**src/hdl/tfa_pkg.sv**
```systemverilog
// Shared types, codes and helper functions of the tagged frame allocator.
`default_nettype none

package tfa_pkg;

   // Field widths fixed by the interface
   localparam int KIND_W  = 2;
   localparam int OWNER_W = 16;
   localparam int FIDX_W  = 6;
   localparam int FCNT_W  = 7;
   localparam int SIDE_W  = 4;
   localparam int CSR_W   = 2;
   // Frame numbers, limits and counters: a 4-bit side gives at most 225 frames
   localparam int FRAME_W = 8;

   // Request kinds
   localparam logic [KIND_W-1:0] KIND_ALLOC     = 2'd0;
   localparam logic [KIND_W-1:0] KIND_REL_OWNER = 2'd1;
   localparam logic [KIND_W-1:0] KIND_REL_FRAME = 2'd2;

   // Classified operations handed to the back end
   localparam logic [1:0] OP_ALLOC     = 2'd0;
   localparam logic [1:0] OP_REL_OWNER = 2'd1;
   localparam logic [1:0] OP_REL_FRAME = 2'd2;
   localparam logic [1:0] OP_REJECT    = 2'd3;

   // Register indexes
   localparam logic [CSR_W-1:0] CSR_REAL_SIDE = 2'd0;
   localparam logic [CSR_W-1:0] CSR_SWAP_SIDE = 2'd1;

   // Store select
   localparam logic STORE_REAL = 1'b0;
   localparam logic STORE_SWAP = 1'b1;

   // Side value after reset
   localparam logic [SIDE_W-1:0] SIDE_RESET = 4'd8;

   // Command queue depth
   localparam int QUEUE_DEPTH = 2;

   typedef struct packed {
      logic [KIND_W-1:0]  kind;
      logic               store_select;
      logic [OWNER_W-1:0] owner_id;
      logic [FIDX_W-1:0]  frame_index;
   } req_type;

   typedef struct packed {
      logic [FIDX_W-1:0] frame_number;
      logic              ok;
      logic [FCNT_W-1:0] free_count;
   } rsp_type;

   typedef struct packed {
      logic [1:0]         op;
      logic               store;
      logic [OWNER_W-1:0] owner;
      logic [FRAME_W-1:0] frame;
      logic [FRAME_W-1:0] limit;
   } cmd_type;

   typedef struct packed {
      logic               en;
      logic               store;
      logic [FRAME_W-1:0] frames;
   } clear_type;

   // Zero reads as one, values above the maximum read as the maximum
   function automatic logic [SIDE_W-1:0] clamp_side(input logic [SIDE_W-1:0] v,
                                                    input int max_side);
      logic [SIDE_W-1:0] r;
      r = v;
      if (v == '0) begin
         r = 4'd1;
      end else if (int'(v) > max_side) begin
         r = SIDE_W'(max_side);
      end
      return r;
   endfunction

   // Frames in a store of the given side
   function automatic logic [FRAME_W-1:0] frames_of(input logic [SIDE_W-1:0] side);
      return {4'b0, side} * {4'b0, side};
   endfunction

endpackage

`default_nettype wire

```
**src/hdl/tfa_ram.sv**
```systemverilog
// Generic single-port-write, single-port-read RAM with registered read data.
`default_nettype none

module tfa_ram #(
   parameter int WIDTH = 16,
   parameter int DEPTH = 128,
   localparam int ADDR_W = (DEPTH > 1) ? $clog2(DEPTH) : 1
) (
   input  wire logic              clock,
   input  wire logic              wr_en,
   input  wire logic [ADDR_W-1:0] wr_addr,
   input  wire logic [WIDTH-1:0]  wr_data,
   input  wire logic              rd_en,
   input  wire logic [ADDR_W-1:0] rd_addr,
   output logic      [WIDTH-1:0]  rd_data
);

   logic [WIDTH-1:0] mem_ff [DEPTH];
   logic [WIDTH-1:0] rd_data_ff;

   // Write port
   always_ff @(posedge clock) begin
      if (wr_en) begin
         mem_ff[wr_addr] <= wr_data;
      end
   end

   // Registered read port
   always_ff @(posedge clock) begin
      if (rd_en) begin
         rd_data_ff <= mem_ff[rd_addr];
      end
   end

   assign rd_data = rd_data_ff;

endmodule

`default_nettype wire

```
**src/hdl/tfa_front.sv**
```systemverilog
// Front end: side registers, request classification and store clear requests.
`default_nettype none

module tfa_front #(
   parameter int MAX_SIDE   = 8,
   parameter int OWNER_BITS = 16
) (
   input  wire logic                     clock,
   input  wire logic                     reset,
   input  wire logic                     csr_valid,
   output logic                          csr_ready,
   input  wire logic [tfa_pkg::CSR_W-1:0]  csr_index,
   input  wire logic [tfa_pkg::SIDE_W-1:0] csr_data,
   input  wire logic                     req_valid,
   output logic                          req_ready,
   input  wire tfa_pkg::req_type         req_data,
   output logic                          push_valid,
   input  wire logic                     push_ready,
   output tfa_pkg::cmd_type              push_cmd,
   output tfa_pkg::clear_type            clear
);

   localparam logic [tfa_pkg::SIDE_W-1:0] RESET_SIDE =
      tfa_pkg::clamp_side(tfa_pkg::SIDE_RESET, MAX_SIDE);
   localparam logic [tfa_pkg::OWNER_W-1:0] OWNER_MASK =
      (OWNER_BITS >= tfa_pkg::OWNER_W) ? {tfa_pkg::OWNER_W{1'b1}} :
      tfa_pkg::OWNER_W'((32'd1 << OWNER_BITS) - 32'd1);

   logic [tfa_pkg::SIDE_W-1:0]  real_side_ff, real_side_in;
   logic [tfa_pkg::SIDE_W-1:0]  swap_side_ff, swap_side_in;
   logic [tfa_pkg::SIDE_W-1:0]  wr_side;
   logic [tfa_pkg::FRAME_W-1:0] limit;
   logic                        csr_wr;

   assign csr_ready = 1'b1;
   assign csr_wr    = csr_valid & csr_ready;
   assign wr_side   = tfa_pkg::clamp_side(csr_data, MAX_SIDE);

   // Side register writes; a write also clears the store it names
   always_comb begin
      real_side_in = real_side_ff;
      swap_side_in = swap_side_ff;
      clear.en     = 1'b0;
      clear.store  = tfa_pkg::STORE_REAL;
      clear.frames = tfa_pkg::frames_of(wr_side);
      if (csr_wr) begin
         case (csr_index)
            tfa_pkg::CSR_REAL_SIDE: begin
               real_side_in = wr_side;
               clear.en     = 1'b1;
               clear.store  = tfa_pkg::STORE_REAL;
            end
            tfa_pkg::CSR_SWAP_SIDE: begin
               swap_side_in = wr_side;
               clear.en     = 1'b1;
               clear.store  = tfa_pkg::STORE_SWAP;
            end
            default: begin
            end
         endcase
      end
   end

   always_ff @(posedge clock) begin
      if (reset) begin
         real_side_ff <= RESET_SIDE;
         swap_side_ff <= RESET_SIDE;
      end else begin
         real_side_ff <= real_side_in;
         swap_side_ff <= swap_side_in;
      end
   end

   // Classify the request into a command
   assign limit = tfa_pkg::frames_of(req_data.store_select ? swap_side_ff : real_side_ff);

   always_comb begin
      push_cmd.store = req_data.store_select;
      push_cmd.owner = req_data.owner_id & OWNER_MASK;
      push_cmd.frame = {2'b0, req_data.frame_index};
      push_cmd.limit = limit;
      case (req_data.kind)
         tfa_pkg::KIND_ALLOC:     push_cmd.op = tfa_pkg::OP_ALLOC;
         tfa_pkg::KIND_REL_OWNER: push_cmd.op = tfa_pkg::OP_REL_OWNER;
         tfa_pkg::KIND_REL_FRAME: begin
            // out-of-range frame is rejected here
            push_cmd.op = ({2'b0, req_data.frame_index} < limit) ?
                          tfa_pkg::OP_REL_FRAME : tfa_pkg::OP_REJECT;
         end
         default:                 push_cmd.op = tfa_pkg::OP_REJECT;
      endcase
   end

   assign push_valid = req_valid;
   assign req_ready  = push_ready;

endmodule

`default_nettype wire

```
**src/hdl/tfa_queue.sv**
```systemverilog
// Short command queue between the front end and the back end.
`default_nettype none

module tfa_queue (
   input  wire logic             clock,
   input  wire logic             reset,
   input  wire logic             push_valid,
   output logic                  push_ready,
   input  wire tfa_pkg::cmd_type push_cmd,
   output logic                  pop_valid,
   input  wire logic             pop_ready,
   output tfa_pkg::cmd_type      pop_cmd
);

   localparam int PTR_W = (tfa_pkg::QUEUE_DEPTH > 1) ? $clog2(tfa_pkg::QUEUE_DEPTH) : 1;
   localparam int CNT_W = $clog2(tfa_pkg::QUEUE_DEPTH + 1);
   localparam logic [PTR_W-1:0] LAST = PTR_W'(tfa_pkg::QUEUE_DEPTH - 1);
   localparam logic [CNT_W-1:0] FULL = CNT_W'(tfa_pkg::QUEUE_DEPTH);

   tfa_pkg::cmd_type  slot_ff [tfa_pkg::QUEUE_DEPTH];
   logic [PTR_W-1:0]  wr_ptr_ff, wr_ptr_in;
   logic [PTR_W-1:0]  rd_ptr_ff, rd_ptr_in;
   logic [CNT_W-1:0]  count_ff, count_in;
   logic              do_push, do_pop;

   assign push_ready = (count_ff != FULL);
   assign pop_valid  = (count_ff != '0);
   assign pop_cmd    = slot_ff[rd_ptr_ff];
   assign do_push    = push_valid & push_ready;
   assign do_pop     = pop_valid & pop_ready;

   // Pointer and fill update
   always_comb begin
      wr_ptr_in = wr_ptr_ff;
      rd_ptr_in = rd_ptr_ff;
      count_in  = count_ff;
      if (do_push) begin
         wr_ptr_in = (wr_ptr_ff == LAST) ? '0 : wr_ptr_ff + 1'b1;
      end
      if (do_pop) begin
         rd_ptr_in = (rd_ptr_ff == LAST) ? '0 : rd_ptr_ff + 1'b1;
      end
      if (do_push && !do_pop) begin
         count_in = count_ff + 1'b1;
      end else if (do_pop && !do_push) begin
         count_in = count_ff - 1'b1;
      end
   end

   always_ff @(posedge clock) begin
      if (reset) begin
         wr_ptr_ff <= '0;
         rd_ptr_ff <= '0;
         count_ff  <= '0;
      end else begin
         wr_ptr_ff <= wr_ptr_in;
         rd_ptr_ff <= rd_ptr_in;
         count_ff  <= count_in;
      end
   end

   // Slot storage
   always_ff @(posedge clock) begin
      if (do_push) begin
         slot_ff[wr_ptr_ff] <= push_cmd;
      end
   end

endmodule

`default_nettype wire

```
**src/hdl/tfa_back.sv**
```systemverilog
// Back end: free bitmaps, free counters, owner tag RAM, frame scans and result register.
`default_nettype none

module tfa_back #(
   parameter int MAX_SIDE   = 8,
   parameter int OWNER_BITS = 16
) (
   input  wire logic               clock,
   input  wire logic               reset,
   input  wire logic               pop_valid,
   output logic                    pop_ready,
   input  wire tfa_pkg::cmd_type   pop_cmd,
   input  wire tfa_pkg::clear_type clear,
   output logic                    rsp_valid,
   input  wire logic               rsp_ready,
   output tfa_pkg::rsp_type        rsp_data
);

   localparam int FRAMES   = MAX_SIDE * MAX_SIDE;
   localparam int FRAME_AW = (FRAMES > 1) ? $clog2(FRAMES) : 1;
   localparam int TAG_W    = (OWNER_BITS < tfa_pkg::OWNER_W) ? OWNER_BITS : tfa_pkg::OWNER_W;
   localparam int RAM_D    = 2 ** (FRAME_AW + 1);
   localparam int FW       = tfa_pkg::FRAME_W;
   localparam logic [FW-1:0] RESET_FRAMES =
      tfa_pkg::frames_of(tfa_pkg::clamp_side(tfa_pkg::SIDE_RESET, MAX_SIDE));

   localparam logic [1:0] ST_IDLE  = 2'd0;
   localparam logic [1:0] ST_ALLOC = 2'd1;
   localparam logic [1:0] ST_OWNER = 2'd2;

   logic [1:0]          state_ff, state_in;
   tfa_pkg::cmd_type    cmd_ff, cmd_in, cur;
   logic [FW-1:0]       scan_ff, scan_in;
   logic                chk_valid_ff, chk_valid_in;
   logic [FW-1:0]       chk_idx_ff, chk_idx_in;
   logic [FRAMES-1:0]   real_free_ff, real_free_in;
   logic [FRAMES-1:0]   swap_free_ff, swap_free_in;
   logic [FW-1:0]       real_cnt_ff, real_cnt_in;
   logic [FW-1:0]       swap_cnt_ff, swap_cnt_in;
   logic                rsp_valid_ff, rsp_valid_in;
   tfa_pkg::rsp_type    rsp_data_ff, rsp_data_in;

   logic [FRAMES-1:0]   cur_free, free_nx;
   logic [FW-1:0]       cur_cnt, cnt_nx;
   logic [FW-1:0]       last_idx, res_frame;
   logic                finish, res_ok, issue;
   logic                tag_wr, tag_hit;
   logic [TAG_W-1:0]    tag_rd;

   // Command being worked on: straight from the queue when idle
   assign cur      = (state_ff == ST_IDLE) ? pop_cmd : cmd_ff;
   assign cur_free = (cur.store == tfa_pkg::STORE_SWAP) ? swap_free_ff : real_free_ff;
   assign cur_cnt  = (cur.store == tfa_pkg::STORE_SWAP) ? swap_cnt_ff : real_cnt_ff;
   assign last_idx = cur.limit - 1'b1;
   assign pop_ready = (state_ff == ST_IDLE) && (!rsp_valid_ff || rsp_ready);
   assign issue    = (state_ff == ST_OWNER) && (scan_ff < cmd_ff.limit);
   assign tag_hit  = chk_valid_ff && !cur_free[chk_idx_ff[FRAME_AW-1:0]] &&
                     (tag_rd == cmd_ff.owner[TAG_W-1:0]);

   // Sequencer: single-step commands, allocate scan and owner scan
   always_comb begin
      state_in     = state_ff;
      cmd_in       = cmd_ff;
      scan_in      = scan_ff;
      chk_valid_in = 1'b0;
      chk_idx_in   = scan_ff;
      free_nx      = cur_free;
      cnt_nx       = cur_cnt;
      finish       = 1'b0;
      res_ok       = 1'b0;
      res_frame    = '0;
      tag_wr       = 1'b0;
      case (state_ff)
         ST_IDLE: begin
            if (pop_valid && pop_ready) begin
               cmd_in  = pop_cmd;
               scan_in = '0;
               case (pop_cmd.op)
                  tfa_pkg::OP_ALLOC:     state_in = ST_ALLOC;
                  tfa_pkg::OP_REL_OWNER: state_in = ST_OWNER;
                  tfa_pkg::OP_REL_FRAME: begin
                     finish    = 1'b1;
                     res_ok    = 1'b1;
                     res_frame = pop_cmd.frame;
                     // already free frames leave the counter alone
                     if (!cur_free[pop_cmd.frame[FRAME_AW-1:0]]) begin
                        free_nx[pop_cmd.frame[FRAME_AW-1:0]] = 1'b1;
                        cnt_nx = cur_cnt + 1'b1;
                     end
                  end
                  default: finish = 1'b1;
               endcase
            end
         end
         ST_ALLOC: begin
            // one frame per cycle, lowest first
            if (cur_free[scan_ff[FRAME_AW-1:0]]) begin
               free_nx[scan_ff[FRAME_AW-1:0]] = 1'b0;
               cnt_nx    = cur_cnt - 1'b1;
               tag_wr    = 1'b1;
               finish    = 1'b1;
               res_ok    = 1'b1;
               res_frame = scan_ff;
               state_in  = ST_IDLE;
            end else if (scan_ff == last_idx) begin
               finish   = 1'b1;
               state_in = ST_IDLE;
            end else begin
               scan_in = scan_ff + 1'b1;
            end
         end
         ST_OWNER: begin
            // tag read issued in the cycle before its compare
            chk_valid_in = issue;
            scan_in      = scan_ff + FW'(issue);
            if (tag_hit) begin
               free_nx[chk_idx_ff[FRAME_AW-1:0]] = 1'b1;
               cnt_nx       = cur_cnt + 1'b1;
               finish       = 1'b1;
               res_ok       = 1'b1;
               res_frame    = chk_idx_ff;
               chk_valid_in = 1'b0;
               state_in     = ST_IDLE;
            end else if (chk_valid_ff && chk_idx_ff == last_idx) begin
               finish       = 1'b1;
               chk_valid_in = 1'b0;
               state_in     = ST_IDLE;
            end
         end
         default: state_in = ST_IDLE;
      endcase
   end

   // Store state write-back on a finished command, with store clears from side writes on top
   always_comb begin
      real_free_in = real_free_ff;
      swap_free_in = swap_free_ff;
      real_cnt_in  = real_cnt_ff;
      swap_cnt_in  = swap_cnt_ff;
      if (finish) begin
         if (cur.store == tfa_pkg::STORE_SWAP) begin
            swap_free_in = free_nx;
            swap_cnt_in  = cnt_nx;
         end else begin
            real_free_in = free_nx;
            real_cnt_in  = cnt_nx;
         end
      end
      if (clear.en) begin
         if (clear.store == tfa_pkg::STORE_SWAP) begin
            swap_free_in = '1;
            swap_cnt_in  = clear.frames;
         end else begin
            real_free_in = '1;
            real_cnt_in  = clear.frames;
         end
      end
   end

   // Result register
   always_comb begin
      rsp_valid_in = rsp_valid_ff;
      rsp_data_in  = rsp_data_ff;
      if (finish) begin
         rsp_valid_in             = 1'b1;
         rsp_data_in.frame_number = res_ok ? res_frame[tfa_pkg::FIDX_W-1:0] : '0;
         rsp_data_in.ok           = res_ok;
         rsp_data_in.free_count   = cnt_nx[tfa_pkg::FCNT_W-1:0];
      end else if (rsp_ready) begin
         rsp_valid_in = 1'b0;
      end
   end

   always_ff @(posedge clock) begin
      if (reset) begin
         state_ff     <= ST_IDLE;
         chk_valid_ff <= 1'b0;
         real_free_ff <= '1;
         swap_free_ff <= '1;
         real_cnt_ff  <= RESET_FRAMES;
         swap_cnt_ff  <= RESET_FRAMES;
         rsp_valid_ff <= 1'b0;
      end else begin
         state_ff     <= state_in;
         chk_valid_ff <= chk_valid_in;
         real_free_ff <= real_free_in;
         swap_free_ff <= swap_free_in;
         real_cnt_ff  <= real_cnt_in;
         swap_cnt_ff  <= swap_cnt_in;
         rsp_valid_ff <= rsp_valid_in;
      end
   end

   always_ff @(posedge clock) begin
      cmd_ff      <= cmd_in;
      scan_ff     <= scan_in;
      chk_idx_ff  <= chk_idx_in;
      rsp_data_ff <= rsp_data_in;
   end

   // Owner tags of both stores, addressed by store and frame
   tfa_ram #(
      .WIDTH (TAG_W),
      .DEPTH (RAM_D)
   ) u_tag_ram (
      .clock   (clock),
      .wr_en   (tag_wr),
      .wr_addr ({cmd_ff.store, scan_ff[FRAME_AW-1:0]}),
      .wr_data (cmd_ff.owner[TAG_W-1:0]),
      .rd_en   (issue),
      .rd_addr ({cmd_ff.store, scan_ff[FRAME_AW-1:0]}),
      .rd_data (tag_rd)
   );

   assign rsp_valid = rsp_valid_ff;
   assign rsp_data  = rsp_data_ff;

endmodule

`default_nettype wire

```
**src/hdl/tagged_frame_allocator.sv**
```systemverilog
// Top level of the tagged frame allocator: front end, command queue and back end.
//
//   channel  direction  handshake              payload
//   req      in         req_valid / req_ready  req_data  (tfa_pkg::req_type)
//   rsp      out        rsp_valid / rsp_ready  rsp_data  (tfa_pkg::rsp_type)
//   csr      in         csr_valid / csr_ready  csr_index, csr_data (side registers)
//
// Back end, from the point an item leaves the queue: release by frame and rejected
// items are handled in the idle state with no scan; allocate scans from frame 0 up
// to the first free frame or the end of the store; release by owner scans for the
// lowest used frame with the tag, the one tag RAM read port scanning one frame a cycle.
// A two-entry command queue keeps accepting items while the back end scans or a result
// waits in the output register. Reset is synchronous and needs no clearing pass: free bits are flip-flops.
`default_nettype none

module tagged_frame_allocator #(
   parameter int MAX_SIDE   = 8,
   parameter int OWNER_BITS = 16
) (
   input  wire logic                       clock,
   input  wire logic                       reset,
   input  wire logic                       req_valid,
   output logic                            req_ready,
   input  wire tfa_pkg::req_type           req_data,
   output logic                            rsp_valid,
   input  wire logic                       rsp_ready,
   output tfa_pkg::rsp_type                rsp_data,
   input  wire logic                       csr_valid,
   output logic                            csr_ready,
   input  wire logic [tfa_pkg::CSR_W-1:0]  csr_index,
   input  wire logic [tfa_pkg::SIDE_W-1:0] csr_data
);

   logic               push_valid, push_ready;
   logic               pop_valid, pop_ready;
   tfa_pkg::cmd_type   push_cmd, pop_cmd;
   tfa_pkg::clear_type clear;

   // Classification and side registers
   tfa_front #(
      .MAX_SIDE   (MAX_SIDE),
      .OWNER_BITS (OWNER_BITS)
   ) u_front (
      .clock      (clock),
      .reset      (reset),
      .csr_valid  (csr_valid),
      .csr_ready  (csr_ready),
      .csr_index  (csr_index),
      .csr_data   (csr_data),
      .req_valid  (req_valid),
      .req_ready  (req_ready),
      .req_data   (req_data),
      .push_valid (push_valid),
      .push_ready (push_ready),
      .push_cmd   (push_cmd),
      .clear      (clear)
   );

   // Decoupling queue
   tfa_queue u_queue (
      .clock      (clock),
      .reset      (reset),
      .push_valid (push_valid),
      .push_ready (push_ready),
      .push_cmd   (push_cmd),
      .pop_valid  (pop_valid),
      .pop_ready  (pop_ready),
      .pop_cmd    (pop_cmd)
   );

   // Frame stores and scans
   tfa_back #(
      .MAX_SIDE   (MAX_SIDE),
      .OWNER_BITS (OWNER_BITS)
   ) u_back (
      .clock     (clock),
      .reset     (reset),
      .pop_valid (pop_valid),
      .pop_ready (pop_ready),
      .pop_cmd   (pop_cmd),
      .clear     (clear),
      .rsp_valid (rsp_valid),
      .rsp_ready (rsp_ready),
      .rsp_data  (rsp_data)
   );

endmodule

`default_nettype wire

```
**config.mk**
```make
export PLATFORM = sky130hd
export DESIGN_NAME = tagged_frame_allocator
export DESIGN_NICKNAME = d
export VERILOG_FILES = /design/src/hdl/tfa_pkg.sv /design/src/hdl/tfa_ram.sv /design/src/hdl/tfa_front.sv /design/src/hdl/tfa_queue.sv /design/src/hdl/tfa_back.sv /design/src/hdl/tagged_frame_allocator.sv
export SDC_FILE = /design/constraint.sdc
export NUM_CORES = 2
export LEC_CHECK = 0
export ABC_AREA = 1
export BUFFER_PORTS_ARGS = -buffer_cell sky130_fd_sc_hd__buf_2
export CELL_PAD_IN_SITES_DETAIL_PLACEMENT = 0
export CELL_PAD_IN_SITES_GLOBAL_PLACEMENT = 2
export CORE_MARGIN = 2
export CORE_UTILIZATION = 45
export DETAILED_ROUTE_END_ITERATION = 7
export PLACE_DENSITY_LB_ADDON = 0.1
export REMOVE_ABC_BUFFERS = 1
export SETUP_SLACK_MARGIN = 0.1
export SLEW_MARGIN = 20
export SYNTH_ARGS = -nofsm -noshare
export SYNTH_HDL_FRONTEND = slang
export SYNTH_SLANG_ARGS = --single-unit
```
**constraint.sdc**
```tcl
create_clock -name clock -period 4.6 [get_ports clock]
set_input_delay 0.92 -clock clock [delete_from_list [all_inputs] [get_ports clock]]
set_output_delay 0.92 -clock clock [all_outputs]
set_load 0.05 [all_outputs]
```
==> impl_metrics.tcl <==
set metrics [dict create \
    routabilityCongestion 0.9109 \
    dr.first_iter.drc_count 8576 \
    clkLatencyLatePin_ns 0.90 \
    worst_hold_slack_ns 0.2165 \
    period_minus_slack_ns 4.417 \
    syn_inst 7691 \
    cp-startpoint "u_back.state_ff[0]" \
    root_buffer "clkbuf_16" \
    status "complete, no violations" \
    die-area_um2 215200 \
    layout.nets 8042 \
    fin_crit_sh 0.9601 \
    port-buffer-count 51 \
    start_util 0.4533 \
    final_antenna_net_count 0 \
    post_cts_buffers 0 \
    powerDensity_nw_per_um2 708.7 \
    setup_viol 0 \
    synth_area_um2 95190 \
    synth-edff-count 2174 \
    min_from "req_data[11]" \
    dr.pass1.iters 6 \
    rows 168 \
    antenna_found_initial 7 \
    critPathLaunchType "flip-flop" \
    grt_pass1_wl_mm 479.5 \
    die_h_um 463.9 \
    max_freq_mhz 226.4 \
    combPwrFrac 0.392 \
    syn-mean-instance-area_um2 12.38 \
    synth_top_area_frac 0.6858 \
    async_reset_ff_frac 0 \
    cp-end-kind "flip-flop" \
    ir_drop_mv 0.4744 \
    cts_tree "built" \
    p_sw_frac 0.4078 \
    synth_top_flop_cell "edfxtp_1" \
    crit_type "flip-flop to flip-flop" \
    maxSlewViolCount 0 \
    area_growth_pct 16.43 \
    critPathTopFamily "buffers and inverters" \
    reg2regPathDepth 22 \
    relSlewSlack 0.2033 \
    worstMarginPinSlew_ns 1.195 \
    ys_types 63 \
    clkPwrFrac 0.246 \
    min_to "u_queue.slot_ff[1][19]" \
    hold_path_class "primary input to flip-flop" \
    cts.clk_slew.worst_paths_ns 0.06 \
    clkSinkCount 2341 \
    hpwl_mm 212.3 \
    critPathSlowestCell "dfxtp_1" \
    p_int_mw 46.51 \
    wl_mm 341.9 \
    ios 53 \
    synthTopCellsByArea "edfxtp_1 (69%), nand2_1 (6.8%), dfxtp_1 (3.5%)" \
    htreeDepth 4 \
    cap_violations 0 \
    grt_usage 0.3126 \
    nFillCells 17790 \
    reg2reg_from "u_back.state_ff[0]" \
    grt_pass1_vias 61750 \
    skew_ns 0.04222 \
    worst_ep_arrival_time_ns 4.99 \
    tns_ns 0 \
    clockBufferDepth 3 \
    critical-path-max-stage-delay_ns 0.37 \
    via_per_inst 5.972 \
    crit_chain "inv_1 > ha_1 > buf_4 > inv_2 > nand2_4 > nand2_4 > buf_4 > buf_4 > nand2_1 > nand2_1 > o21ai_0 > nor2_1 > a21oi_1 > nor2_1 > nand2_2 > nand2_2 > nand2_1 > inv_1 > nand2_4 > buf_12 > nor2_2 > buf_12" \
    synth_top_cell_by_area "edfxtp_1" \
    crit_buf_inv 8 \
    cts_hold_buf 0 \
    grt_max_degree 132 \
    dieWidth_um 463.9 \
    p_leak_nw 38.24 \
    routedWlPerCell_um 31.10 \
    crit_fanout 64 \
    netSwitchingPower_mw 32.03 \
    rsz0062_at_grt "no" \
    r2r_setup_slack_ns 0.18 \
    numCtsBuffers 236 \
    worst_ep_required_time_ns 5.17 \
    overflow 0 \
    min_path_cells 1 \
    reg2reg_to "u_back.u_tag_ram.mem_ff[86][11]" \
    core_area_um2 210000 \
    via_count 65670 \
    synth_warnings 0 \
    synth.yosys.seq_area_share 0.7209 \
    drive_gt1_frac 0.1286 \
    power.share.sequential 0.362 \
    finalHoldViolCount 0 \
    drc 0 \
    synth_seq_cells 2341 \
]
## power groups by stage
| stage | Sequential, mW | Combinational (mW) | Clock [mW] |
|---|---|---|---|
| 2_1_floorplan | 29.6 | 14.3 | 0 |
| 3_3_place_gp | 28.8 | 30.3 | 0 |
| 3_5_place_dp | 28.8 | 30.4 | 0 |
| 4_1_cts | 28.4 | 30.5 | 19.6 |
| 5_1_grt | 28.5 | 32.6 | 20.4 |
| 6_report | 28.4 | 30.8 | 19.4 |
## per-stage QoR
stage                     instances  cell area, um2  total power, mW    util  worst slack (ns)
final                         11000          110800            78.55  0.5278            0.1834
after global routing          10990          110800            81.45  0.5277            0.1198
after CTS                     10990          110800            78.40  0.5277            0.3493
after detailed placement      10550          103100            59.16  0.4909            0.3751
after global placement        10550          103100            59.08  0.4908            0.3668
after floorplan                7246           93290            43.93       -            -10.07
## state kept, by name, summed over array words and instances (netlist names), 14 cells and up, named ones only
name                      cells
u_queue.slot_ff              64
u_back.swap_free_ff          64
u_back.real_free_ff          64
u_back.u_tag_ram.rd_data     16
u_back.cmd_ff                24
u_back.rsp_data              14
u_back.u_tag_ram.mem_ff    2048
## repair_timing
item | in CTS | in global routing
endpoints found under the hold margin | 0 | 0
setup endpoints to repair | 0 | 6
gates resized for setup | 0 | 1
## synth_stat cells, types with 8 or more instances
library cell	n
nand2_2	10
a211oi_1	12
ha_1	26
buf_4	19
edfxtp_1	2174
o2111ai_1	22
or2_2	13
buf_1	108
inv_1	381
buf_2	61
o21bai_1	28
a221oi_1	234
nand3_1	259
a22oi_1	181
a21oi_1	271
nor2_2	11
nand3b_1	24
nand2_1	1725
nand4_1	192
a31oi_1	17
nor2_1	569
buf_6	11
o22ai_1	13
dfxtp_1	167
a41oi_1	73
o211ai_1	13
clkbuf_1	247
a22o_1	197
xor2_1	19
nor3_1	31
o21ai_1	185
o21ai_0	320
inv_2	8
## worst max path at each step
stage                                       endpoint  slack [ns]  cells after the start
finish               u_back.u_tag_ram.mem_ff[86][11]        0.18                     22
global route          u_back.u_tag_ram.mem_ff[83][9]        0.12                     23
floorplan                    u_back.real_free_ff[28]      -10.07                     14
CTS                 u_back.u_tag_ram.mem_ff[108][12]        0.35                     22
global placement      u_back.u_tag_ram.mem_ff[97][5]        0.37                     23
detailed placement      u_back.u_tag_ram.rd_data[15]        0.38                     11
## worst register-to-register path, cell delays in order, from the launching register on
cell and delay, ns:
dfxtp_1 0.37, inv_1 0.09, ha_1 0.21, buf_4 0.19
inv_2 0.15, nand2_4 0.09, nand2_4 0.16, buf_4 0.26
buf_4 0.21, nand2_1 0.08, nand2_1 0.12, o21ai_0 0.11
nor2_1 0.14, a21oi_1 0.11, nor2_1 0.15, nand2_2 0.13
nand2_2 0.21, nand2_1 0.10, inv_1 0.27, nand2_4 0.10
buf_12 0.20, nor2_2 0.43, buf_12 0.20
## kinds of logic (layout without fill, tap and decap cells)
kind of cell | count (synthesis) | count (layout) | synth area share
flops | 2341 | 2341 | 0.7209
mux | 1 | 1 | 0.0001052
fa+ha+maj | 28 | 28 | 0.003838
compound gates | 1597 | 1597 | 0.1125
simple gates | 2859 | 2859 | 0.1249
buf+inv | 841 | 1332 | 0.03559
xor+xnor | 22 | 22 | 0.002024
other cells | 2 | 10 | 0.00007889
## metal layers
layer / vias to the layer above / GRT usage / share of wire
met5: - / 0 / 0
met4: 0 / 0.1229 / 0.042
met3: 513 / 0.04949 / 0.081
met2: 3135 / 0.4904 / 0.46
met1: 33100 / 0.4379 / 0.42
li1: 28920 / - / -
## final cells by class
class | count | area [um2] | share of cell area
repair buffers | 494 | 5812 | 0.05244
well taps | 2805 | 3510 | 0.03167
flip-flops and latches | 2341 | 68630 | 0.6192
clock inverters | 145 | 1514 | 0.01366
diodes | 7 | 17.52 | 0.0001580
clock buffers | 298 | 6223 | 0.05615
inverters | 395 | 1506 | 0.01359
multi-input cells | 4510 | 23630 | 0.2132
## cell usage in the layout, fill, tap and decap left out, types with 143 or more instances in the layout
| master | count |
|---|---|
| a21oi_1 | 271 |
| a22oi_1 | 181 |
| clkbuf_16 | 240 |
| buf_12 | 178 |
| a221oi_1 | 234 |
| nand2_1 | 1720 |
| nor2_1 | 427 |
| buf_4 | 264 |
| o21ai_1 | 186 |
| nand3_1 | 259 |
| edfxtp_1 | 2174 |
| o21ai_0 | 319 |
| dfxtp_1 | 167 |
| inv_1 | 372 |
| nand4_1 | 192 |
| nor2_2 | 143 |
| a22o_1 | 197 |
No activity file was read; power rests on OpenSTA's default activity.
